### config.mk
export PLATFORM = sky130hd
export DESIGN_NAME = gdfw_ctrl
export DESIGN_NICKNAME = d
export VERILOG_FILES = /design/src/rtl/gdfw_pkg.sv /design/src/rtl/gdfw_ctrl.sv
export SDC_FILE = /design/constraint.sdc
export NUM_CORES = 1
export LEC_CHECK = 0
export BUFFER_PORTS_ARGS = -buffer_cell sky130_fd_sc_hd__buf_2
export CAP_MARGIN = 20
export CORE_MARGIN = 2
export CORE_UTILIZATION = 40
export CTS_CLUSTER_SIZE = 25
export DETAILED_ROUTE_END_ITERATION = 12
export PLACE_DENSITY_LB_ADDON = 0.15
export SYNTH_ARGS = -nofsm -noshare
export SYNTH_HDL_FRONTEND = slang
export SYNTH_SLANG_ARGS = --single-unit
### constraint.sdc
create_clock -name clk -period 3.9 [get_ports clk]
set_input_delay 0.39 -clock clk [delete_from_list [all_inputs] [get_ports clk]]
set_output_delay 0.39 -clock clk [all_outputs]
set_load 0.01 [all_outputs]
### src/rtl/gdfw_pkg.sv
// gdfw_pkg: shared types, codes and constants of the depth-first walk unit
`timescale 1ns / 1ps

package gdfw_pkg;

  localparam int GDFW_MAX_NODES = 32;

  localparam logic [6:0] NODE_COUNT_RESET = 7'd32;

  // operation codes
  localparam logic [1:0] OP_LINK  = 2'd0;
  localparam logic [1:0] OP_WALK  = 2'd1;
  localparam logic [1:0] OP_CLEAR = 2'd2;

  // result status codes
  localparam logic [1:0] ST_OK    = 2'd0;
  localparam logic [1:0] ST_FULL  = 2'd1;
  localparam logic [1:0] ST_RANGE = 2'd2;

  typedef struct packed {
    logic [1:0] operation;
    logic [6:0] first_node;
    logic [6:0] second_node;
  } gdfw_in_word_t;

  typedef struct packed {
    logic [6:0] node_number;
    logic [1:0] status;
    logic       last;
  } gdfw_out_word_t;

  typedef enum logic [1:0] {
    EMIT_NONE      = 2'd0,
    EMIT_STATUS    = 2'd1,
    EMIT_PEND      = 2'd2,
    EMIT_PEND_LAST = 2'd3
  } gdfw_emit_t;

  typedef struct packed {
    logic       link_latch;
    logic       link_read_q;
    logic       link_write_p;
    logic       link_write_q;
    logic       walk_init;
    logic       walk_load;
    logic       fetch;
    logic       pop;
    logic       load_top;
    logic       visit;
    logic       push;
    logic       clear_graph;
    gdfw_emit_t emit;
    logic [1:0] emit_status;
  } gdfw_cmd_t;

  typedef struct packed {
    logic link_range_ok;
    logic walk_range_ok;
    logic link_full;
    logic nbr_more;
    logic nbr_seen;
    logic depth_one;
  } gdfw_sts_t;

endpackage

### src/rtl/gdfw_ctrl.sv
// gdfw_ctrl: sequencer for link insertion, clear and depth-first walk
`timescale 1ns / 1ps

module gdfw_ctrl
  import gdfw_pkg::*;
(
  input  logic       clk,
  input  logic       rst_n,
  input  logic       start,
  input  logic [1:0] op,
  input  gdfw_sts_t  sts,
  output logic       busy,
  output gdfw_cmd_t  cmd
);

  typedef enum logic [8:0] {
    S_IDLE   = 9'b000000001,
    S_LA     = 9'b000000010,
    S_LB     = 9'b000000100,
    S_LC     = 9'b000001000,
    S_WSTART = 9'b000010000,
    S_FETCH  = 9'b000100000,
    S_NBR    = 9'b001000000,
    S_PUSH   = 9'b010000000,
    S_POP    = 9'b100000000
  } state_t;

  state_t state_r, state_nxt;

  assign busy = (state_r != S_IDLE);

  always_comb begin
    cmd = '0;
    cmd.emit = EMIT_NONE;
    cmd.emit_status = ST_OK;
    state_nxt = state_r;
    case (state_r)
      S_IDLE: begin
        if (start) begin
          case (op)
            OP_LINK: begin
              if (sts.link_range_ok) begin
                cmd.link_latch = 1'b1;
                state_nxt = S_LA;
              end else begin
                cmd.emit = EMIT_STATUS;
                cmd.emit_status = ST_RANGE;
              end
            end
            OP_WALK: begin
              if (sts.walk_range_ok) begin
                cmd.walk_init = 1'b1;
                state_nxt = S_WSTART;
              end else begin
                cmd.emit = EMIT_STATUS;
                cmd.emit_status = ST_RANGE;
              end
            end
            OP_CLEAR: begin
              cmd.clear_graph = 1'b1;
              cmd.emit = EMIT_STATUS;
              cmd.emit_status = ST_OK;
            end
            default: ;
          endcase
        end
      end
      S_LA: begin
        cmd.link_read_q = 1'b1;
        state_nxt = S_LB;
      end
      S_LB: begin
        if (sts.link_full) begin
          cmd.emit = EMIT_STATUS;
          cmd.emit_status = ST_FULL;
          state_nxt = S_IDLE;
        end else begin
          cmd.link_write_p = 1'b1;
          state_nxt = S_LC;
        end
      end
      S_LC: begin
        cmd.link_write_q = 1'b1;
        cmd.emit = EMIT_STATUS;
        cmd.emit_status = ST_OK;
        state_nxt = S_IDLE;
      end
      S_WSTART: begin
        cmd.walk_load = 1'b1;
        state_nxt = S_FETCH;
      end
      S_FETCH: begin
        if (sts.nbr_more) begin
          cmd.fetch = 1'b1;
          state_nxt = S_NBR;
        end else if (sts.depth_one) begin
          cmd.emit = EMIT_PEND_LAST;
          state_nxt = S_IDLE;
        end else begin
          cmd.pop = 1'b1;
          state_nxt = S_POP;
        end
      end
      S_NBR: begin
        if (sts.nbr_seen) begin
          state_nxt = S_FETCH;
        end else begin
          cmd.visit = 1'b1;
          cmd.emit = EMIT_PEND;
          state_nxt = S_PUSH;
        end
      end
      S_PUSH: begin
        cmd.push = 1'b1;
        state_nxt = S_FETCH;
      end
      S_POP: begin
        cmd.load_top = 1'b1;
        state_nxt = S_FETCH;
      end
      default: begin
        state_nxt = S_IDLE;
      end
    endcase
  end

  always_ff @(posedge clk) begin
    if (!rst_n) begin
      state_r <= S_IDLE;
    end else begin
      state_r <= state_nxt;
    end
  end

  a_lb_after_la: assert property (@(posedge clk) disable iff (!rst_n)
    state_r == S_LB |-> $past(state_r) == S_LA)
    else $error("link check entered without degree read");

  a_push_after_nbr: assert property (@(posedge clk) disable iff (!rst_n)
    state_r == S_PUSH |-> $past(state_r) == S_NBR)
    else $error("push without a fresh visit");

  a_pop_after_fetch: assert property (@(posedge clk) disable iff (!rst_n)
    state_r == S_POP |-> $past(state_r) == S_FETCH)
    else $error("stack reload without a pop");

endmodule

==> flow_summary_export.csv, run 1 <==
group,metric,value,unit
run_status,status,"finished clean",
sta,setup_viol,0,
clocking,cts_max_level,1,
clocking,cts-buffers-inserted,3,
clocking,cts_resized,0,
power_and_ir_drop,leakage,0.000390,µW
sta,max_freq,0.407,GHz
synthesis,synth_area_per_cell,8.50,µm²
clocking,tritoncts,"built",
worst_setup_path,critPathArrivalTime,2.07,ns
sta,fin_crit_sh,0.630,
clocking,postCtsSetupRepairBufs,0,
synthesis,seq_area_frac_synth,0.255,
finish,reg_top3,"state_r (9)",
sta,hold_violations,0,
finish,seq_area,180,µm²
die,core,1690,µm²
synthesis,synth_warnings,0,
worst_setup_path,reg2reg_setup_slack,2.06,ns
synthesis,synth_seq_cells,9,
route,wl_met2,763,µm
synthesis,synthArstFlopShare,0,
worst_setup_path,endpoint_kind,"output pin",
synthesis,syn_nets,94,
flow_run,cap_violations,0,
finish,postLayoutCellArea,857,µm²
die,fp-row-count,15,
route,wl_per_cell,13.0,µm
synthesis,synth_edf_count,0,
global_routing,grt_first_pass_wirelength,2680,µm
synthesis,synth.most_common_cell,"dfxtp_1",
finish,n_fill_cell,180,
worst_hold_path,min_path_type,"input port to flop",
route,wirelength_met1,792,µm
synthesis,synth_top_area_frac,0.255,
finish,multiInputGateArea,483,µm²
finish,diodes,0,
sta,min_period,2.46,ns
die,start_util,0.418,
worst_setup_path,r2r_end,"state_r[0]$_SDFFE_PN1P_",
clocking,cts_root_buf,"clkbuf_4",
global_routing,gr-total-overflow,0,
clocking,cts.sinks,9,
route,ant_nets,0,
finish,regMostFlops,"state_r",
clocking,max-clock-path-buffers,2,
worst_setup_path,cp_max_fo,10,
die,die_h,46,µm
sta,slew_violations,0,
sta,skew,0.00177,ns
route,route.detailed.drc,0,
worst_setup_path,reg2reg_depth,4,
global_routing,grt_max_degree,12,
synthesis,synth_area,706,µm²
worst_hold_path,hold_end,"state_r[8]$_SDFFE_PN0P_",
worst_setup_path,crit_path_top_delay_cell,"or4_4",
global_routing,antenna_found_initial,0,
route,drtPass1Iterations,4,
worst_setup_path,startpoint_type,"flop",
worst_setup_path,r2r-start,"state_r[7]$_SDFFE_PN0P_",
worst_setup_path,cp.required,3.51,ns
sta,tns,0,ns
placed_design,io_buffers,27,
route,wirelength,1640,µm
global_routing,grt_pass1_vias,603,
clocking,clk_latency,0.26,ns
die,die_w,46,µm
power_and_ir_drop,pwr_density_cell,240,nW/µm²
sta,relSlewSlack,0.634,
sta,max_slew.worst_pin.slew,0.543,ns
die,io_pins,28,
worst_hold_path,whs_path_depth,2,
sta,worst_slack,1.44,ns
synthesis,synth_area_leaders,"dfxtp_1, nor4b_1, nor2_1",
worst_hold_path,min_from,"sts[0]",
finish,drive_gt1_frac,0.349,
route,dr_wl_met3,63,µm
placed_design,dp_hpwl,1260,µm
worst_setup_path,crit_type,"flop to output pin",
power_and_ir_drop,peakVddDrop,151,µV
synthesis,yosysUniqueCellTypes,40,
synthesis,synth-main-ff-cell,"dfxtp_1",
sta,rsz0062_at_grt,"no",
clocking,cts_hold_buffers,0,
clocking,clkTransAtPathRegs,0.06,ns
synthesis,syn_inst,83,
die,dieArea,2120,µm²
synthesis,synthTopCellsByCount,"dfxtp_1, nor2_1, nor4b_1, o21ai_0",
worst_setup_path,path_cells,"or4_4 -> nor4_4 -> nand2_2 -> o31ai_1 -> buf_2",
worst_setup_path,max_stage_delay,0.62,ns
route,dr.max_layer_used,"met4",
finish,area_growth,21.5,%
global_routing,grt_usage,0.174,
route,avgViaCountPerCell,5.77,
finish,largest_reg_flops,9,
placed_design,place_congestion,0.835,
route,drtIter0Drc,19,
synthesis,yosysTopAreaCell,"dfxtp_1",
finish,fin_nets,121,
placed_design,placed_area,831,µm²
placed_design,dpl_worst_slack,1.72,ns
route,vias,727,
placed cells by master, fill, tap and decap left out:
cell type,count
dfxtp_1,9
mux2i_1,1
o221ai_1,1
or2_4,1
nand3_1,1
clkbuf_1,1
and3_1,2
nor2_1,8
or3_1,1
nor4_1,4
a31oi_1,1
nand2b_1,1
and4_1,1
or2_0,1
nand2_2,1
nand2_1,2
nor3_1,3
clkbuf_4,3
a21oi_1,1
nor4b_1,5
nor3b_1,2
nand4_1,1
o21ai_0,5
nor2b_1,1
nand3b_1,1
nor4b_4,1
nand4b_1,2
nor4_4,1
inv_1,3
buf_2,27
or4_4,2
nand4bb_1,1
a211oi_1,2
nor4b_2,1
and2_1,4
o31ai_1,2
a311oi_1,1
o31a_2,1
xor2_1,3
where the power goes:
part           switching [µW]  internal [µW]
clock                    32.8           39.4
combinational            20.9           16.9
sequential               2.69           93.2
logic make-up (layout without fill, tap and decap cells):
group,Yosys count,in the layout,share of synthesized area
and+or+nand+nor,48,48,0.500
AOI/OAI and AO/OA,14,14,0.133
DFF,9,9,0.255
buffers and inverters,8,34,0.0603
xor gates and xnor gates,3,3,0.0372
muxes,1,1,0.0142
routing by layer:
layer,vias up,global-route usage
met3,2,0.0238
met5,-,0
li1,371,-
met1,337,0.239
met4,0,0.0857
met2,17,0.264
stage by stage:
| stage | hold slack (ns) | util | instances | total power (µW) |
|---|---|---|---|---|
| final | 0.326 | 0.507 | 126 | 206 |
| after global routing | 0.319 | 0.507 | 126 | 219 |
| after CTS | 0.318 | 0.507 | 126 | 209 |
| after detailed placement | 0.594 | 0.492 | 122 | 136 |
| after global placement | 0.590 | 0.492 | 122 | 135 |
| after floorplan | 0.468 | - | 83 | 120 |
final cells by class:
cell class,count,share of cell area
multi-input combinational,66,0.564
sequential,9,0.210
tap,17,0.0248
timing repair buffer,27,0.158
clock buffer,4,0.0307
inverter,3,0.0131
how the worst max path moves through the flow:
stage / cells after the start / from / endpoint / slack (ns)
floorplan: 4 / state_r[6]$_SDFFE_PN0P_ / cmd[7] / 1.77
global placement: 5 / state_r[4]$_SDFFE_PN0P_ / cmd[3] / 1.75
detailed placement: 5 / state_r[4]$_SDFFE_PN0P_ / cmd[3] / 1.72
CTS: 5 / state_r[4]$_SDFFE_PN0P_ / cmd[3] / 1.43
global route: 5 / state_r[4]$_SDFFE_PN0P_ / cmd[8] / 1.32
finish: 5 / state_r[4]$_SDFFE_PN0P_ / cmd[3] / 1.44
worst max-delay path: cells and delay by family, from the launching register on:
family / cells / cell delay (ns)
compound gates: 1 / 0.20
buf+inv: 1 / 0.16
flops: 1 / 0.41
simple gates: 3 / 1.04
(Power assumes the default switching activity.)
==> run 2, diff against run 1 <==
clock period = 2 ns   (was 3.9 ns; I/O delays follow)
==> flow_summary_export.csv, run 2 (synthesized netlist as in run 1, its figures left out) <==
group,metric,value,unit
run_status,status,"finished, violations left",
run_status,violations,"setup timing",
clocking,cts-buffers-inserted,3,
worst_setup_path,crit_type,"flop to output pin",
route,route.detailed.drc,0,
route,wirelength,2060,µm
finish,multiInputGateArea,533,µm²
die,core,1690,µm²
power_and_ir_drop,pwr_density_cell,407,nW/µm²
route,avgViaCountPerCell,5.56,
finish,diodes,0,
route,drtPass1Iterations,4,
finish,fin_util,0.615,
power_and_ir_drop,leakage,0.000488,µW
power_and_ir_drop,peakVddDrop,283,µV
global_routing,grt_usage,0.209,
finish,regMostFlops,"state_r",
die,io_pins,28,
worst_setup_path,cp.required,1.80,ns
finish,area_growth,47.2,%
clocking,cts_hold_buffers,0,
finish,reg_top3,"state_r (9)",
sta,tns,-0.349,ns
global_routing,grt_max_degree,10,
sta,rsz0062_at_grt,"yes",
die,fp-row-count,15,
flow_run,cap_violations,0,
sta,setup_viol,8,
die,die_h,46,µm
clocking,clk_latency,0.26,ns
clocking,max-clock-path-buffers,2,
sta,fin_hold_ws,0.165,ns
placed_design,dpl_worst_slack,0.176,ns
finish,seq_area,184,µm²
sta,relSlewSlack,0.714,
sta,worst_slack,-0.108,ns
die,start_util,0.418,
route,wl_per_cell,14.4,µm
sta,max_slew.worst_pin.slew,0.425,ns
sta,slew_violations,0,
power_and_ir_drop,power.internal,305,µW
power_and_ir_drop,power_frac_seq,0.434,
die,die_w,46,µm
placed_design,io_buffers,27,
placed_design,dp_hpwl,1460,µm
route,vias,795,
sta,max_freq,0.474,GHz
global_routing,antenna_found_initial,0,
clocking,cts.sinks,9,
global_routing,gr-total-overflow,0,
worst_setup_path,critPathArrivalTime,1.91,ns
finish,n_fill_cell,159,
global_routing,grt_pass1_vias,697,
sta,min_period,2.11,ns
clocking,cts_root_buf,"clkbuf_4",
worst_hold_path,whs_path_depth,2,
sta,skew,0.00181,ns
power_and_ir_drop,p_sw,118,µW
finish,drive_gt1_frac,0.516,
finish,mostFrequentLayoutCell,"buf_2",
clocking,cts_max_level,1,
clocking,tritoncts,"built",
sta,hold_violations,0,
placed_design,place_congestion,0.835,
die,dieArea,2120,µm²
finish,postLayoutCellArea,1040,µm²
route,drtIter0Drc,14,
global_routing,grt_first_pass_wirelength,3200,µm
finish,layout_common_cells,"buf_2, buf_4, nor2_1",
power_and_ir_drop,clkPwrFrac,0.338,
worst_setup_path,cp_max_fo,5,
power_and_ir_drop,switching_share,0.279,
finish,largest_reg_flops,9,
worst_setup_path,startpoint_type,"flop",
clocking,clkTransAtPathRegs,0.07,ns
worst_setup_path,reg2reg_depth,6,
worst_setup_path,endpoint_kind,"output pin",
power_and_ir_drop,power_frac_comb,0.228,
sta,fin_crit_sh,1.05,
finish,fin_nets,138,
worst_hold_path,min_path_type,"input port to flop",
route,ant_nets,0,
placed_design,placed_area,913,µm²
run 2: changes by cell type in the layout (fill, tap and decap cells not counted), sizes merged:
cell / delta
buf: +17
run 2: worst max-delay path, cell delays in order, from the launching register on:
cell	delay (ns)
dfxtp_2	0.33
or4_4	0.55
nor4_4	0.27
nand2_2	0.15
o31ai_1	0.19
buf_2	0.16
run 2: final timing paths:
path	start	slack, ns	to
worst min-delay path	sts[0]	0.16	state_r[8]$_SDFFE_PN0P_
worst max register to register	state_r[7]$_SDFFE_PN0P_	0.05	state_r[8]$_SDFFE_PN0P_
worst min register to register	state_r[6]$_SDFFE_PN0P_	0.66	state_r[5]$_SDFFE_PN0P_
worst max-delay path	state_r[7]$_SDFFE_PN0P_	-0.11	cmd[3]
run 2: metrics by stage:
step | power, µW | instances
floorplan | 234 | 83
global placement | 270 | 133
detailed placement | 270 | 133
CTS | 423 | 141
global route | 452 | 143
finish | 423 | 143
run 2: routing by layer:
layer  global-route usage  share of wire
met1                0.285           0.42
met2                0.328           0.51
met3               0.0278          0.064
met4               0.0857              0
met5                    0              0
run 2: final cells by class:
cell class              instances  share of cell area
inverters                       3              0.0108
repair buffers                 44               0.253
multi-input cells              66               0.513
well taps                      17              0.0205
flip-flops and latches          9               0.177
clock buffers                   4              0.0253
run 2: timing repair:
action,4_1_cts,5_1_grt
hold endpoints to repair,0,0
gates resized for setup,6,5
pin swaps,3,4
setup buffers,4,2
endpoints found under the setup margin,11,13
run 2: power by group through the flow:
| stage | Sequential, µW | Clock, µW | Combinational (µW) |
|---|---|---|---|
| after floorplan | 189 | 0 | 44.9 |
| after global placement | 188 | 0 | 82.4 |
| after detailed placement | 187 | 0 | 82.9 |
| after CTS | 183 | 148 | 91.3 |
| after global routing | 184 | 163 | 106 |
| final | 184 | 143 | 96.4 |
==> run 3, diff against run 2 <==
CORE_MARGIN = not set   (was 2)
clock period = 2.7 ns   (was 2 ns; I/O delays follow)
==> flow_summary_export.csv, run 3 (synthesized netlist as in run 1, its figures left out) <==
group,metric,value,unit
clocking,clkTransAtPathRegs,0.06,ns
die,io_pins,28,
global_routing,gr-total-overflow,0,
global_routing,grt_max_degree,12,
sta,skew,0.00125,ns
sta,tns,0,ns
global_routing,grt_usage,0.187,
flow_run,cap_violations,0,
clocking,tritoncts,"built",
global_routing,met1_usage,0.226,
worst_setup_path,startpoint_type,"flop",
worst_hold_path,hold_end,"state_r[8]$_SDFFE_PN0P_",
clocking,max-clock-path-buffers,2,
global_routing,grt_pass1_vias,635,
route,wirelength,1590,µm
worst_setup_path,crit_type,"flop to output pin",
sta,rsz0062_at_grt,"no",
worst_setup_path,reg2reg_setup_slack,0.90,ns
worst_hold_path,min_from,"sts[0]",
worst_setup_path,r2r-start,"state_r[7]$_SDFFE_PN0P_",
route,route.detailed.drc,0,
sta,fin_crit_sh,0.866,
sta,min_period,2.34,ns
worst_setup_path,cp.required,2.43,ns
worst_setup_path,endpoint_kind,"output pin",
worst_setup_path,reg2reg_depth,5,
worst_setup_path,crit_path_top_delay_cell,"or4_4",
finish,mostFrequentLayoutCell,"buf_2",
finish,diodes,0,
clocking,cts_root_buf,"clkbuf_4",
finish,fin_nets,122,
worst_setup_path,cp.buffers_inverters,1,
route,vias,742,
die,fp-row-count,14,
clocking,cts_max_level,1,
clocking,cts.sinks,9,
worst_setup_path,max_stage_delay,0.61,ns
finish,drive_gt1_frac,0.355,
worst_setup_path,crit_cells,5,
die,die_h,44,µm
finish,fin_util,0.548,
clocking,cts-buffers-inserted,3,
power_and_ir_drop,peakVddDrop,328,µV
die,die_w,44,µm
clocking,cts_hold_buffers,0,
clocking,cts_resized,0,
global_routing,top_usage_layer,"met2",
route,drtPass1Iterations,4,
finish,reg_top3,"state_r (9)",
worst_setup_path,crit_family,"simple AND/OR/NAND/NOR gates",
die,core,1580,µm²
sta,hold_violations,0,
sta,max_freq,0.428,GHz
placed_design,place_congestion,0.809,
power_and_ir_drop,pwr_density_cell,346,nW/µm²
route,avgViaCountPerCell,5.89,
power_and_ir_drop,power_frac_seq,0.464,
sta,max_slew.worst_pin.slew,0.557,ns
worst_hold_path,min_path_type,"input port to flop",
global_routing,grt_use_met2,0.306,
power_and_ir_drop,leakage,0.000394,µW
placed_design,dp_hpwl,1240,µm
power_and_ir_drop,p_sw,81.9,µW
power_and_ir_drop,power_frac_comb,0.182,
worst_setup_path,cp_max_fo,10,
placed_design,io_buffers,27,
finish,largest_reg_flops,9,
die,dieArea,1940,µm²
route,wl_per_cell,12.6,µm
global_routing,met3_usage,0.0750,
die,start_util,0.448,
power_and_ir_drop,power.internal,216,µW
route,ant_nets,0,
finish,area_growth,22.3,%
power_and_ir_drop,clkPwrFrac,0.354,
finish,layout_common_cells,"buf_2, dfxtp_1, nor2_1",
sta,setup_viol,0,
clocking,postCtsSetupRepairBufs,0,
sta,relSlewSlack,0.625,
run_status,status,"finished clean",
worst_setup_path,r2r_end,"state_r[0]$_SDFFE_PN1P_",
clocking,clk_latency,0.26,ns
route,drtIter0Drc,17,
sta,slew_violations,0,
sta,worst_slack,0.362,ns
global_routing,antenna_found_initial,0,
worst_hold_path,whs_path_depth,2,
global_routing,grt_first_pass_wirelength,2680,µm
worst_setup_path,critPathArrivalTime,2.07,ns
power_and_ir_drop,switching_share,0.275,
finish,regMostFlops,"state_r",
placed_design,dpl_worst_slack,0.646,ns
worst_setup_path,path_cells,"or4_4 -> nor4_4 -> nand2_2 -> o31ai_1 -> buf_2",
==> run 3: power groups by stage <==
| stage | sequential [µW] | clock, µW | combinational, µW |
|---|---|---|---|
| finish | 138 | 106 | 54.4 |
| global route | 139 | 120 | 61.0 |
| CTS | 138 | 110 | 54.7 |
| detailed placement | 141 | 0 | 54.4 |
| global placement | 141 | 0 | 54.2 |
| floorplan | 140 | 0 | 33.3 |
==> run 3: stage by stage <==
step	cells	hold slack, ns	total power, µW	instance area [µm²]
floorplan	83	0.348	173	706
global placement	122	0.474	195	837
detailed placement	122	0.478	196	837
CTS	126	0.198	303	863
global route	126	0.204	320	863
finish	126	0.205	298	863
==> run 3: how the worst max path moves through the flow <==
stage	from	endpoint	slack, ns
3_5_place_dp	state_r[4]$_SDFFE_PN0P_	cmd[3]	0.65
5_1_grt	state_r[5]$_SDFFE_PN0P_	cmd[7]	0.23
2_1_floorplan	state_r[6]$_SDFFE_PN0P_	cmd[7]	0.69
3_3_place_gp	state_r[4]$_SDFFE_PN0P_	cmd[3]	0.68
6_report	state_r[4]$_SDFFE_PN0P_	cmd[3]	0.36
4_1_cts	state_r[4]$_SDFFE_PN0P_	cmd[3]	0.35
==> run 3: per-layer routing <==
layer  up-vias  wire length, µm  part of all wire
li1        375                -                 -
met1       344              735              0.46
met2        21              755              0.47
met3         2               86             0.054
met4         0               13            0.0082
met5         -                0                 0
==> run 3: layout make-up <==
cell class / instances / area [µm²]
timing repair buffer: 28 / 143
tap: 16 / 20.0
inverter: 3 / 11.3
clock buffer: 4 / 26.3
fill: 158 / 713
multi-input combinational: 66 / 483
sequential: 9 / 180
==> run 3: worst register-to-register path: cells and delay by family, from the launching register on <==
family                 cells  cell delay, ns
and+or+nand+nor            3            0.65
DFF                        1            0.41
buffers and inverters      1            0.18
AOI/OAI and AO/OA          1            0.49
